`src/iir3_pkg.sv`:
```
package iir3_pkg;

    localparam int SampleWidth = 16;
    localparam int CoefWidth   = 16;
    localparam int NumCoefs    = 7;
    localparam int ProdWidth   = SampleWidth + CoefWidth;
    localparam int QShift      = 14;
    localparam int MixShift    = 12;
    localparam int CfgIdxWidth = 3;
    localparam int CfgDatWidth = 16;

    typedef logic signed [SampleWidth-1:0] sample_t;
    typedef logic signed [CoefWidth-1:0]   coef_t;
    typedef logic signed [ProdWidth-1:0]   prod_t;

    typedef enum logic [CfgIdxWidth-1:0] {
        REG_B0 = 3'd0,
        REG_B1 = 3'd1,
        REG_B2 = 3'd2,
        REG_B3 = 3'd3,
        REG_A1 = 3'd4,
        REG_A2 = 3'd5,
        REG_A3 = 3'd6
    } reg_idx_t;

    typedef enum logic [2:0] {
        SEL_B0  = 3'd0,
        SEL_B1  = 3'd1,
        SEL_B2  = 3'd2,
        SEL_B3  = 3'd3,
        SEL_A1  = 3'd4,
        SEL_A2  = 3'd5,
        SEL_A3  = 3'd6,
        SEL_MIX = 3'd7
    } op_sel_t;

    typedef enum logic [2:0] {
        S_IDLE,
        S_TAP,
        S_ACC_LAST,
        S_MIX,
        S_STORE
    } state_t;

    typedef struct packed {
        logic    load;
        logic    mul_en;
        op_sel_t sel;
        logic    acc_en;
        logic    acc_sub;
        logic    store;
    } cmd_t;

    typedef struct packed {
        logic out_free;
    } status_t;

    localparam coef_t COEF_RESET [NumCoefs] = '{
        16'sd3064, -16'sd9191, 16'sd9191, -16'sd3064,
        -16'sd2359, 16'sd5551, -16'sd215
    };

endpackage

```
`src/iir3_if.sv`:
```
interface iir3_in_if import iir3_pkg::*; ();
    logic    valid;
    logic    ready;
    sample_t sample_in;
    sample_t carrier;

    modport source (output valid, output sample_in, output carrier, input ready);
    modport sink   (input valid, input sample_in, input carrier, output ready);
endinterface

interface iir3_out_if import iir3_pkg::*; ();
    logic    valid;
    logic    ready;
    sample_t mixed_out;

    modport source (output valid, output mixed_out, input ready);
    modport sink   (input valid, input mixed_out, output ready);
endinterface

```
`src/iir3_filter_mixer_q14.sv`:
```
// Channel   Dir  Fields                    Handshake
// in_ch     in   sample_in[16], carrier[16] valid/ready
// out_ch    out  mixed_out[16]              valid/ready
// cfg       in   cfg_index[3], cfg_data[16] cfg_we, no stall
//
// One shared 16x16 multiplier does seven filter taps and the mix: the next
// item is accepted only after the last one is stored, which waits while out_ch is not free.
// The output register holds a finished item while the next one is computed;
// a stalled out_ch holds the controller at its store step.
// Reset clears both histories and loads the default coefficients.
module iir3_filter_mixer_q14
    import iir3_pkg::*;
(
    input  logic                   clk,
    input  logic                   rst_n,
    iir3_in_if.sink                in_ch,
    iir3_out_if.source             out_ch,
    input  logic                   cfg_we,
    input  logic [CfgIdxWidth-1:0] cfg_index,
    input  logic [CfgDatWidth-1:0] cfg_data
);

    cmd_t    cmd;
    status_t status;

    iir3_ctrl u_ctrl (
        .clk      (clk),
        .rst_n    (rst_n),
        .in_valid (in_ch.valid),
        .in_ready (in_ch.ready),
        .status   (status),
        .cmd      (cmd)
    );

    iir3_dp u_dp (
        .clk       (clk),
        .rst_n     (rst_n),
        .cmd       (cmd),
        .status    (status),
        .sample_in (in_ch.sample_in),
        .carrier   (in_ch.carrier),
        .cfg_we    (cfg_we),
        .cfg_index (cfg_index),
        .cfg_data  (cfg_data),
        .out_valid (out_ch.valid),
        .out_ready (out_ch.ready),
        .mixed_out (out_ch.mixed_out)
    );

endmodule

```
`src/iir3_ctrl.sv`:
```
module iir3_ctrl
    import iir3_pkg::*;
(
    input  logic    clk,
    input  logic    rst_n,
    input  logic    in_valid,
    output logic    in_ready,
    input  status_t status,
    output cmd_t    cmd
);

    state_t     state_reg, state_next;
    logic [2:0] step_reg, step_next;

    always_ff @(posedge clk or negedge rst_n)
    begin
        if (!rst_n)
        begin
            state_reg <= S_IDLE;
            step_reg  <= '0;
        end
        else
        begin
            state_reg <= state_next;
            step_reg  <= step_next;
        end
    end

    always_comb
    begin
        state_next  = state_reg;
        step_next   = step_reg;
        in_ready    = 1'b0;
        cmd         = '0;
        cmd.sel     = SEL_B0;
        unique case (state_reg)
            S_IDLE:
            begin
                in_ready = 1'b1;
                if (in_valid)
                begin
                    cmd.load   = 1'b1;
                    step_next  = '0;
                    state_next = S_TAP;
                end
            end
            S_TAP:
            begin
                cmd.mul_en  = 1'b1;
                cmd.sel     = op_sel_t'(step_reg);
                cmd.acc_en  = (step_reg != 3'd0);
                cmd.acc_sub = (step_reg >= 3'd5);
                if (step_reg == 3'd6)
                    state_next = S_ACC_LAST;
                else
                    step_next = step_reg + 3'd1;
            end
            S_ACC_LAST:
            begin
                cmd.acc_en  = 1'b1;
                cmd.acc_sub = 1'b1;
                state_next  = S_MIX;
            end
            S_MIX:
            begin
                cmd.mul_en = 1'b1;
                cmd.sel    = SEL_MIX;
                state_next = S_STORE;
            end
            S_STORE:
            begin
                if (status.out_free)
                begin
                    cmd.store  = 1'b1;
                    state_next = S_IDLE;
                end
            end
            default:
            begin
                state_next = S_IDLE;
            end
        endcase
    end

    a_step_range: assert property (@(posedge clk) disable iff (!rst_n)
        state_reg == S_TAP |-> step_reg <= 3'd6)
        else $error("tap step out of range");

    a_load_starts: assert property (@(posedge clk) disable iff (!rst_n)
        cmd.load |=> state_reg == S_TAP && step_reg == 3'd0)
        else $error("load did not start the tap sequence");

    a_store_free: assert property (@(posedge clk) disable iff (!rst_n)
        cmd.store |-> status.out_free && state_reg == S_STORE)
        else $error("store into a full output register");

endmodule

```
`src/iir3_dp.sv`:
```
module iir3_dp
    import iir3_pkg::*;
(
    input  logic                   clk,
    input  logic                   rst_n,
    input  cmd_t                   cmd,
    output status_t                status,
    input  sample_t                sample_in,
    input  sample_t                carrier,
    input  logic                   cfg_we,
    input  logic [CfgIdxWidth-1:0] cfg_index,
    input  logic [CfgDatWidth-1:0] cfg_data,
    output logic                   out_valid,
    input  logic                   out_ready,
    output sample_t                mixed_out
);

    coef_t   coef_reg [NumCoefs];
    sample_t xh_reg [3];
    sample_t yh_reg [3];
    sample_t x_reg;
    sample_t c_reg;
    sample_t acc_reg;
    sample_t acc_next;
    prod_t   prod_reg;
    sample_t mixed_reg;
    logic    out_valid_reg;
    sample_t op_a;
    sample_t op_b;
    sample_t term;

    always_ff @(posedge clk or negedge rst_n)
    begin
        if (!rst_n)
        begin
            for (int i = 0; i < NumCoefs; i++)
                coef_reg[i] <= COEF_RESET[i];
        end
        else if (cfg_we && cfg_index <= CfgIdxWidth'(REG_A3))
        begin
            coef_reg[cfg_index] <= coef_t'(cfg_data);
        end
    end

    always_comb
    begin
        op_a = coef_reg[0];
        op_b = x_reg;
        unique case (cmd.sel)
            SEL_B0:  begin op_a = coef_reg[0]; op_b = x_reg;     end
            SEL_B1:  begin op_a = coef_reg[1]; op_b = xh_reg[0]; end
            SEL_B2:  begin op_a = coef_reg[2]; op_b = xh_reg[1]; end
            SEL_B3:  begin op_a = coef_reg[3]; op_b = xh_reg[2]; end
            SEL_A1:  begin op_a = coef_reg[4]; op_b = yh_reg[0]; end
            SEL_A2:  begin op_a = coef_reg[5]; op_b = yh_reg[1]; end
            SEL_A3:  begin op_a = coef_reg[6]; op_b = yh_reg[2]; end
            SEL_MIX: begin op_a = acc_reg;     op_b = c_reg;     end
            default: begin op_a = coef_reg[0]; op_b = x_reg;     end
        endcase
    end

    assign term     = prod_reg[QShift+SampleWidth-1:QShift];
    assign acc_next = cmd.acc_sub ? acc_reg - term : acc_reg + term;

    always_ff @(posedge clk)
    begin
        if (cmd.load)
        begin
            x_reg   <= sample_in;
            c_reg   <= carrier;
            acc_reg <= '0;
        end
        else if (cmd.acc_en)
        begin
            acc_reg <= acc_next;
        end
        if (cmd.mul_en)
            prod_reg <= op_a * op_b;
        if (cmd.store)
            mixed_reg <= prod_reg[MixShift+SampleWidth-1:MixShift];
    end

    always_ff @(posedge clk or negedge rst_n)
    begin
        if (!rst_n)
        begin
            for (int i = 0; i < 3; i++)
            begin
                xh_reg[i] <= '0;
                yh_reg[i] <= '0;
            end
        end
        else if (cmd.store)
        begin
            xh_reg[2] <= xh_reg[1];
            xh_reg[1] <= xh_reg[0];
            xh_reg[0] <= x_reg;
            yh_reg[2] <= yh_reg[1];
            yh_reg[1] <= yh_reg[0];
            yh_reg[0] <= acc_reg;
        end
    end

    always_ff @(posedge clk or negedge rst_n)
    begin
        if (!rst_n)
            out_valid_reg <= 1'b0;
        else if (cmd.store)
            out_valid_reg <= 1'b1;
        else if (out_ready)
            out_valid_reg <= 1'b0;
    end

    assign status.out_free = !out_valid_reg || out_ready;
    assign out_valid       = out_valid_reg;
    assign mixed_out       = mixed_reg;

    a_store_sets_valid: assert property (@(posedge clk) disable iff (!rst_n)
        cmd.store |=> out_valid_reg)
        else $error("stored item not presented");

    a_hist_hold: assert property (@(posedge clk) disable iff (!rst_n)
        !cmd.store |=> $stable(yh_reg[0]) && $stable(xh_reg[0]))
        else $error("history moved without a store");

    a_no_overlap: assert property (@(posedge clk) disable iff (!rst_n)
        cmd.load |-> !cmd.mul_en && !cmd.acc_en && !cmd.store)
        else $error("load overlaps datapath work");

endmodule

```
`src/flat_wrapper.sv`:
```
// flat-port wrapper written by rule: the top's interface ports become plain ports
module iir3_filter_mixer_q14_flat import iir3_pkg::*;
  (clk, rst_n, cfg_we, cfg_index, cfg_data, in_ch_valid, in_ch_sample_in, in_ch_carrier, in_ch_ready, out_ch_valid, out_ch_mixed_out, out_ch_ready);
  iir3_in_if in_ch_i ();
  iir3_out_if out_ch_i ();
  input  logic clk;
  input  logic rst_n;
  input  logic cfg_we;
  input  logic [CfgIdxWidth-1:0] cfg_index;
  input  logic [CfgDatWidth-1:0] cfg_data;
  input wire logic [$bits(in_ch_i.valid)-1:0] in_ch_valid;
  input wire logic [$bits(in_ch_i.sample_in)-1:0] in_ch_sample_in;
  input wire logic [$bits(in_ch_i.carrier)-1:0] in_ch_carrier;
  output wire logic [$bits(in_ch_i.ready)-1:0] in_ch_ready;
  output wire logic [$bits(out_ch_i.valid)-1:0] out_ch_valid;
  output wire logic [$bits(out_ch_i.mixed_out)-1:0] out_ch_mixed_out;
  input wire logic [$bits(out_ch_i.ready)-1:0] out_ch_ready;
  assign in_ch_i.valid = in_ch_valid;
  assign in_ch_i.sample_in = in_ch_sample_in;
  assign in_ch_i.carrier = in_ch_carrier;
  assign in_ch_ready = in_ch_i.ready;
  assign out_ch_valid = out_ch_i.valid;
  assign out_ch_mixed_out = out_ch_i.mixed_out;
  assign out_ch_i.ready = out_ch_ready;
  iir3_filter_mixer_q14 u_core (.clk(clk), .rst_n(rst_n), .in_ch(in_ch_i), .out_ch(out_ch_i), .cfg_we(cfg_we), .cfg_index(cfg_index), .cfg_data(cfg_data));
endmodule
```
`config.mk`:
```
export PLATFORM = sky130hd
export DESIGN_NAME = iir3_filter_mixer_q14_flat
export DESIGN_NICKNAME = d
export VERILOG_FILES = /design/src/iir3_pkg.sv /design/src/iir3_if.sv /design/src/iir3_filter_mixer_q14.sv /design/src/iir3_ctrl.sv /design/src/iir3_dp.sv /design/src/flat_wrapper.sv
export SDC_FILE = /design/constraint.sdc
export NUM_CORES = 1
export LEC_CHECK = 0
export BUFFER_PORTS_ARGS = -buffer_cell sky130_fd_sc_hd__buf_4
export CAP_MARGIN = 20
export CORE_UTILIZATION = 58
export CTS_CLUSTER_DIAMETER = 150
export DETAILED_ROUTE_END_ITERATION = 12
export HOLD_SLACK_MARGIN = 0.1
export PLACE_DENSITY = 0.78
export SLEW_MARGIN = 20
export SYNTH_ARGS = -nofsm -noshare
export SYNTH_HDL_FRONTEND = slang
export SYNTH_HIERARCHICAL = 1
export SYNTH_SLANG_ARGS = --single-unit
```
`constraint.sdc`:
```
create_clock -name clk -period 7.95 [get_ports clk]
set_clock_uncertainty 0.2 [all_clocks]
set_input_delay 1.59 -clock clk [delete_from_list [all_inputs] [get_ports clk]]
set_output_delay 1.59 -clock clk [all_outputs]
set_load 0.02 [all_outputs]
```
==> metrics <==
Vias 16300; # DRC 0; first-pass GRT wire length 95.6 mm; TritonCTS clock tree done; Mapped Cells 2058; setup_tns 0 ns; FF+latch count, synth 297; worst hold-check path type flip-flop to flip-flop; antenna violation net count after detailed routing 0; clk_lat worst skew 0.58 ns; Worst slew margin 22.1%; Final Hold Fails 0; Post-synth EDFFs 66; Critical Path Max Stage Delay 0.55 ns; Final Util 67.7%; Startpoint Class flip-flop; Worst Max-Slew Pin Slew 1.16 ns; Reg clk slew, reported paths 0.07 ns; H-Tree Depth 1; Synth async-reset ratio 72.4%; max reg flops 112; fin worst setup slack 0.205 ns; final setup fails 0; Core Region 0.0388 mm²; Tot GR Track Use 30.8%; Root Driver clkbuf_16; fin. max-slew vios 0; Max Clock Freq 0.129 GHz; I/O Pins 74; crit path max fanout 11; initial antenna violation count 3; Most used DFF post-synth dfrtp_1; # clock sinks 297; Die H 201 µm; largest net degree at the start of global routing 137; vias per std cell 5.91; Setup CP Type flip-flop to flip-flop; die width 201 µm; I/O Buffers 73; Ys Warns 6; iteration-0 DRC count of the detailed router 1308; Final min period 7.74 ns; worst reg2reg setup slack 0.21 ns; Max Cap Violations 0; clk buf depth 3; vias in the first global route 17100; Syn Nets 2458; starting density of the core 59.1%; CP max stage cell fa_1; die area 0.0403 mm²; Synth Cell Area 0.0229 mm²; number of fill cells in the layout 2814; Seq/Total Area, Yosys 33.8%; RD Place Congestion 0.917; Rows 72; Synth cell types 80; Layout area overhead 14.5%; Post-CTS Hold Buffers 0; share of layout cells above drive strength 1 28.4%; Worst EP required 8.07 ns; status finished, final reports clean; WL per Instance 22.3 µm; cts bufs inserted 30; Place WS -0.106 ns; Tcrit/Tclk final 97.4%; Final HPWL DP 46.4 mm; Synth Area per Inst 11.1 µm²; Routed Wire Length 61.6 mm; Final #Nets 2616; critical path data arrival time 7.87 ns; crit end category flip-flop; most used cell, CP fa_1; total gr overflow 0; DR pass1 iterations 5
worst max-delay path, delay by kind of cell, from the launching register on:
family / cells / cell delay [ns]
fa+ha+maj: 7 / 3.16
compound gates: 9 / 1.93
buf+inv: 9 / 1.03
simple gates: 3 / 0.45
flops: 1 / 0.38
mux: 1 / 0.23
xor+xnor: 1 / 0.08
metrics by stage:
stage / cell area, µm² / hold slack [ns] / cells
detailed placement: 24800 / 0.205 / 2676
global placement: 24800 / 0.208 / 2674
finish: 26300 / 0.221 / 2760
global route: 26300 / 0.237 / 2758
floorplan: 23000 / 0.200 / 2058
CTS: 25800 / 0.221 / 2736
area by class of cell:
cell class / count / area [µm²] / share of cell area [%]
multi-input combinational: 1382 / 14000 / 53.2
inverter: 296 / 1110 / 4.23
clock inverter: 10 / 71.3 / 0.271
antenna: 2 / 5.00 / 0.0191
tap: 518 / 648 / 2.47
sequential: 297 / 7760 / 29.5
clock buffer: 46 / 946 / 3.60
timing repair buffer: 209 / 1750 / 6.66
layout by cell type, fill, tap and decap left out, types with 7 or more instances in the layout:
cell type,instances
nand3_1,9
a21oi_1,57
dfrtp_1,154
dfxtp_1,16
ha_1,96
a21o_1,15
buf_6,7
xnor2_1,45
nor2b_1,21
mux2i_1,34
and2_1,12
nand2_1,107
or3_1,10
fa_1,244
edfxtp_1,66
nor3_1,18
dfstp_2,61
mux2_2,217
o221ai_1,10
o22ai_1,11
a221oi_1,8
inv_1,293
mux4_2,17
buf_4,188
buf_12,10
or2_2,8
clkbuf_16,34
a211oi_1,10
nor2_1,191
nand2b_1,56
xor2_1,9
clkbuf_8,7
o21ai_0,36
routing by layer:
metal	share of wire [%]	vias up	track usage, %
li1	-	7120	-
met1	41	8379	41.3
met2	48	666	50.5
met3	8.4	140	6.46
met4	2.9	2	9.57
met5	0.019	-	0
worst paths after layout:
kind	startpoint	cells after the start	to
worst max-delay path	u_core/u_ctrl/state_reg[2]	30	u_core/u_dp/prod_reg[27]
worst min-delay path	u_core/u_dp/prod_reg[12]	0	u_core/u_dp/mixed_out[0]
worst max register to register	u_core/u_ctrl/state_reg[2]	30	u_core/u_dp/prod_reg[27]
worst min register to register	u_core/u_dp/prod_reg[12]	0	u_core/u_dp/mixed_out[0]
max in group asynchronous	rst_n	3	u_core/u_dp/yh_reg[24]
min in group asynchronous	rst_n	1	u_core/u_dp/coef_reg[31]
kinds of logic after synthesis:
kind of cell	Yosys count	synth area share, %
adder cells (fa/ha/maj)	344	26.9
AO/OA/AOI/OAI	233	7.03
buffers and inverters	380	6.49
AND/OR/NAND/NOR	479	9.75
multiplexers	271	14.0
flip-flops	297	33.8
XOR/XNOR	54	2.06
what timing repair did:
| item | 4_1_cts | 5_1_grt |
|---|---|---|
| pin swaps | 2 | 8 |
| endpoints found under the hold margin | 0 | 0 |
| gates cloned | 0 | 3 |
| resized for setup | 5 | 52 |
| endpoints found under the setup margin | 6 | 14 |
| buffers inserted | 4 | 18 |
cell usage after synthesis, types with 14 or more instances:
master	number	area [µm²]
dfstp_2	61	1600
nand2b_1	58	363
nor2_1	198	743
o221ai_1	16	140
nor3_1	20	100
and2_1	14	87.6
mux2i_1	36	360
nor2b_1	24	150
xnor2_1	45	394
mux4_2	17	383
dfrtp_1	154	3850
a21oi_1	63	315
o22ai_1	17	106
edfxtp_1	66	1980
dfxtp_1	16	320
nand2_1	110	413
o21ai_0	39	195
inv_1	294	1100
ha_1	96	1200
mux2_2	217	2440
a21o_1	15	113
fa_1	248	4960
clkbuf_1	53	199
buf_2	19	95.1
Power is not shown: default switching activity piles up to over one toggle a cycle in this logic, so the estimate is an artifact.
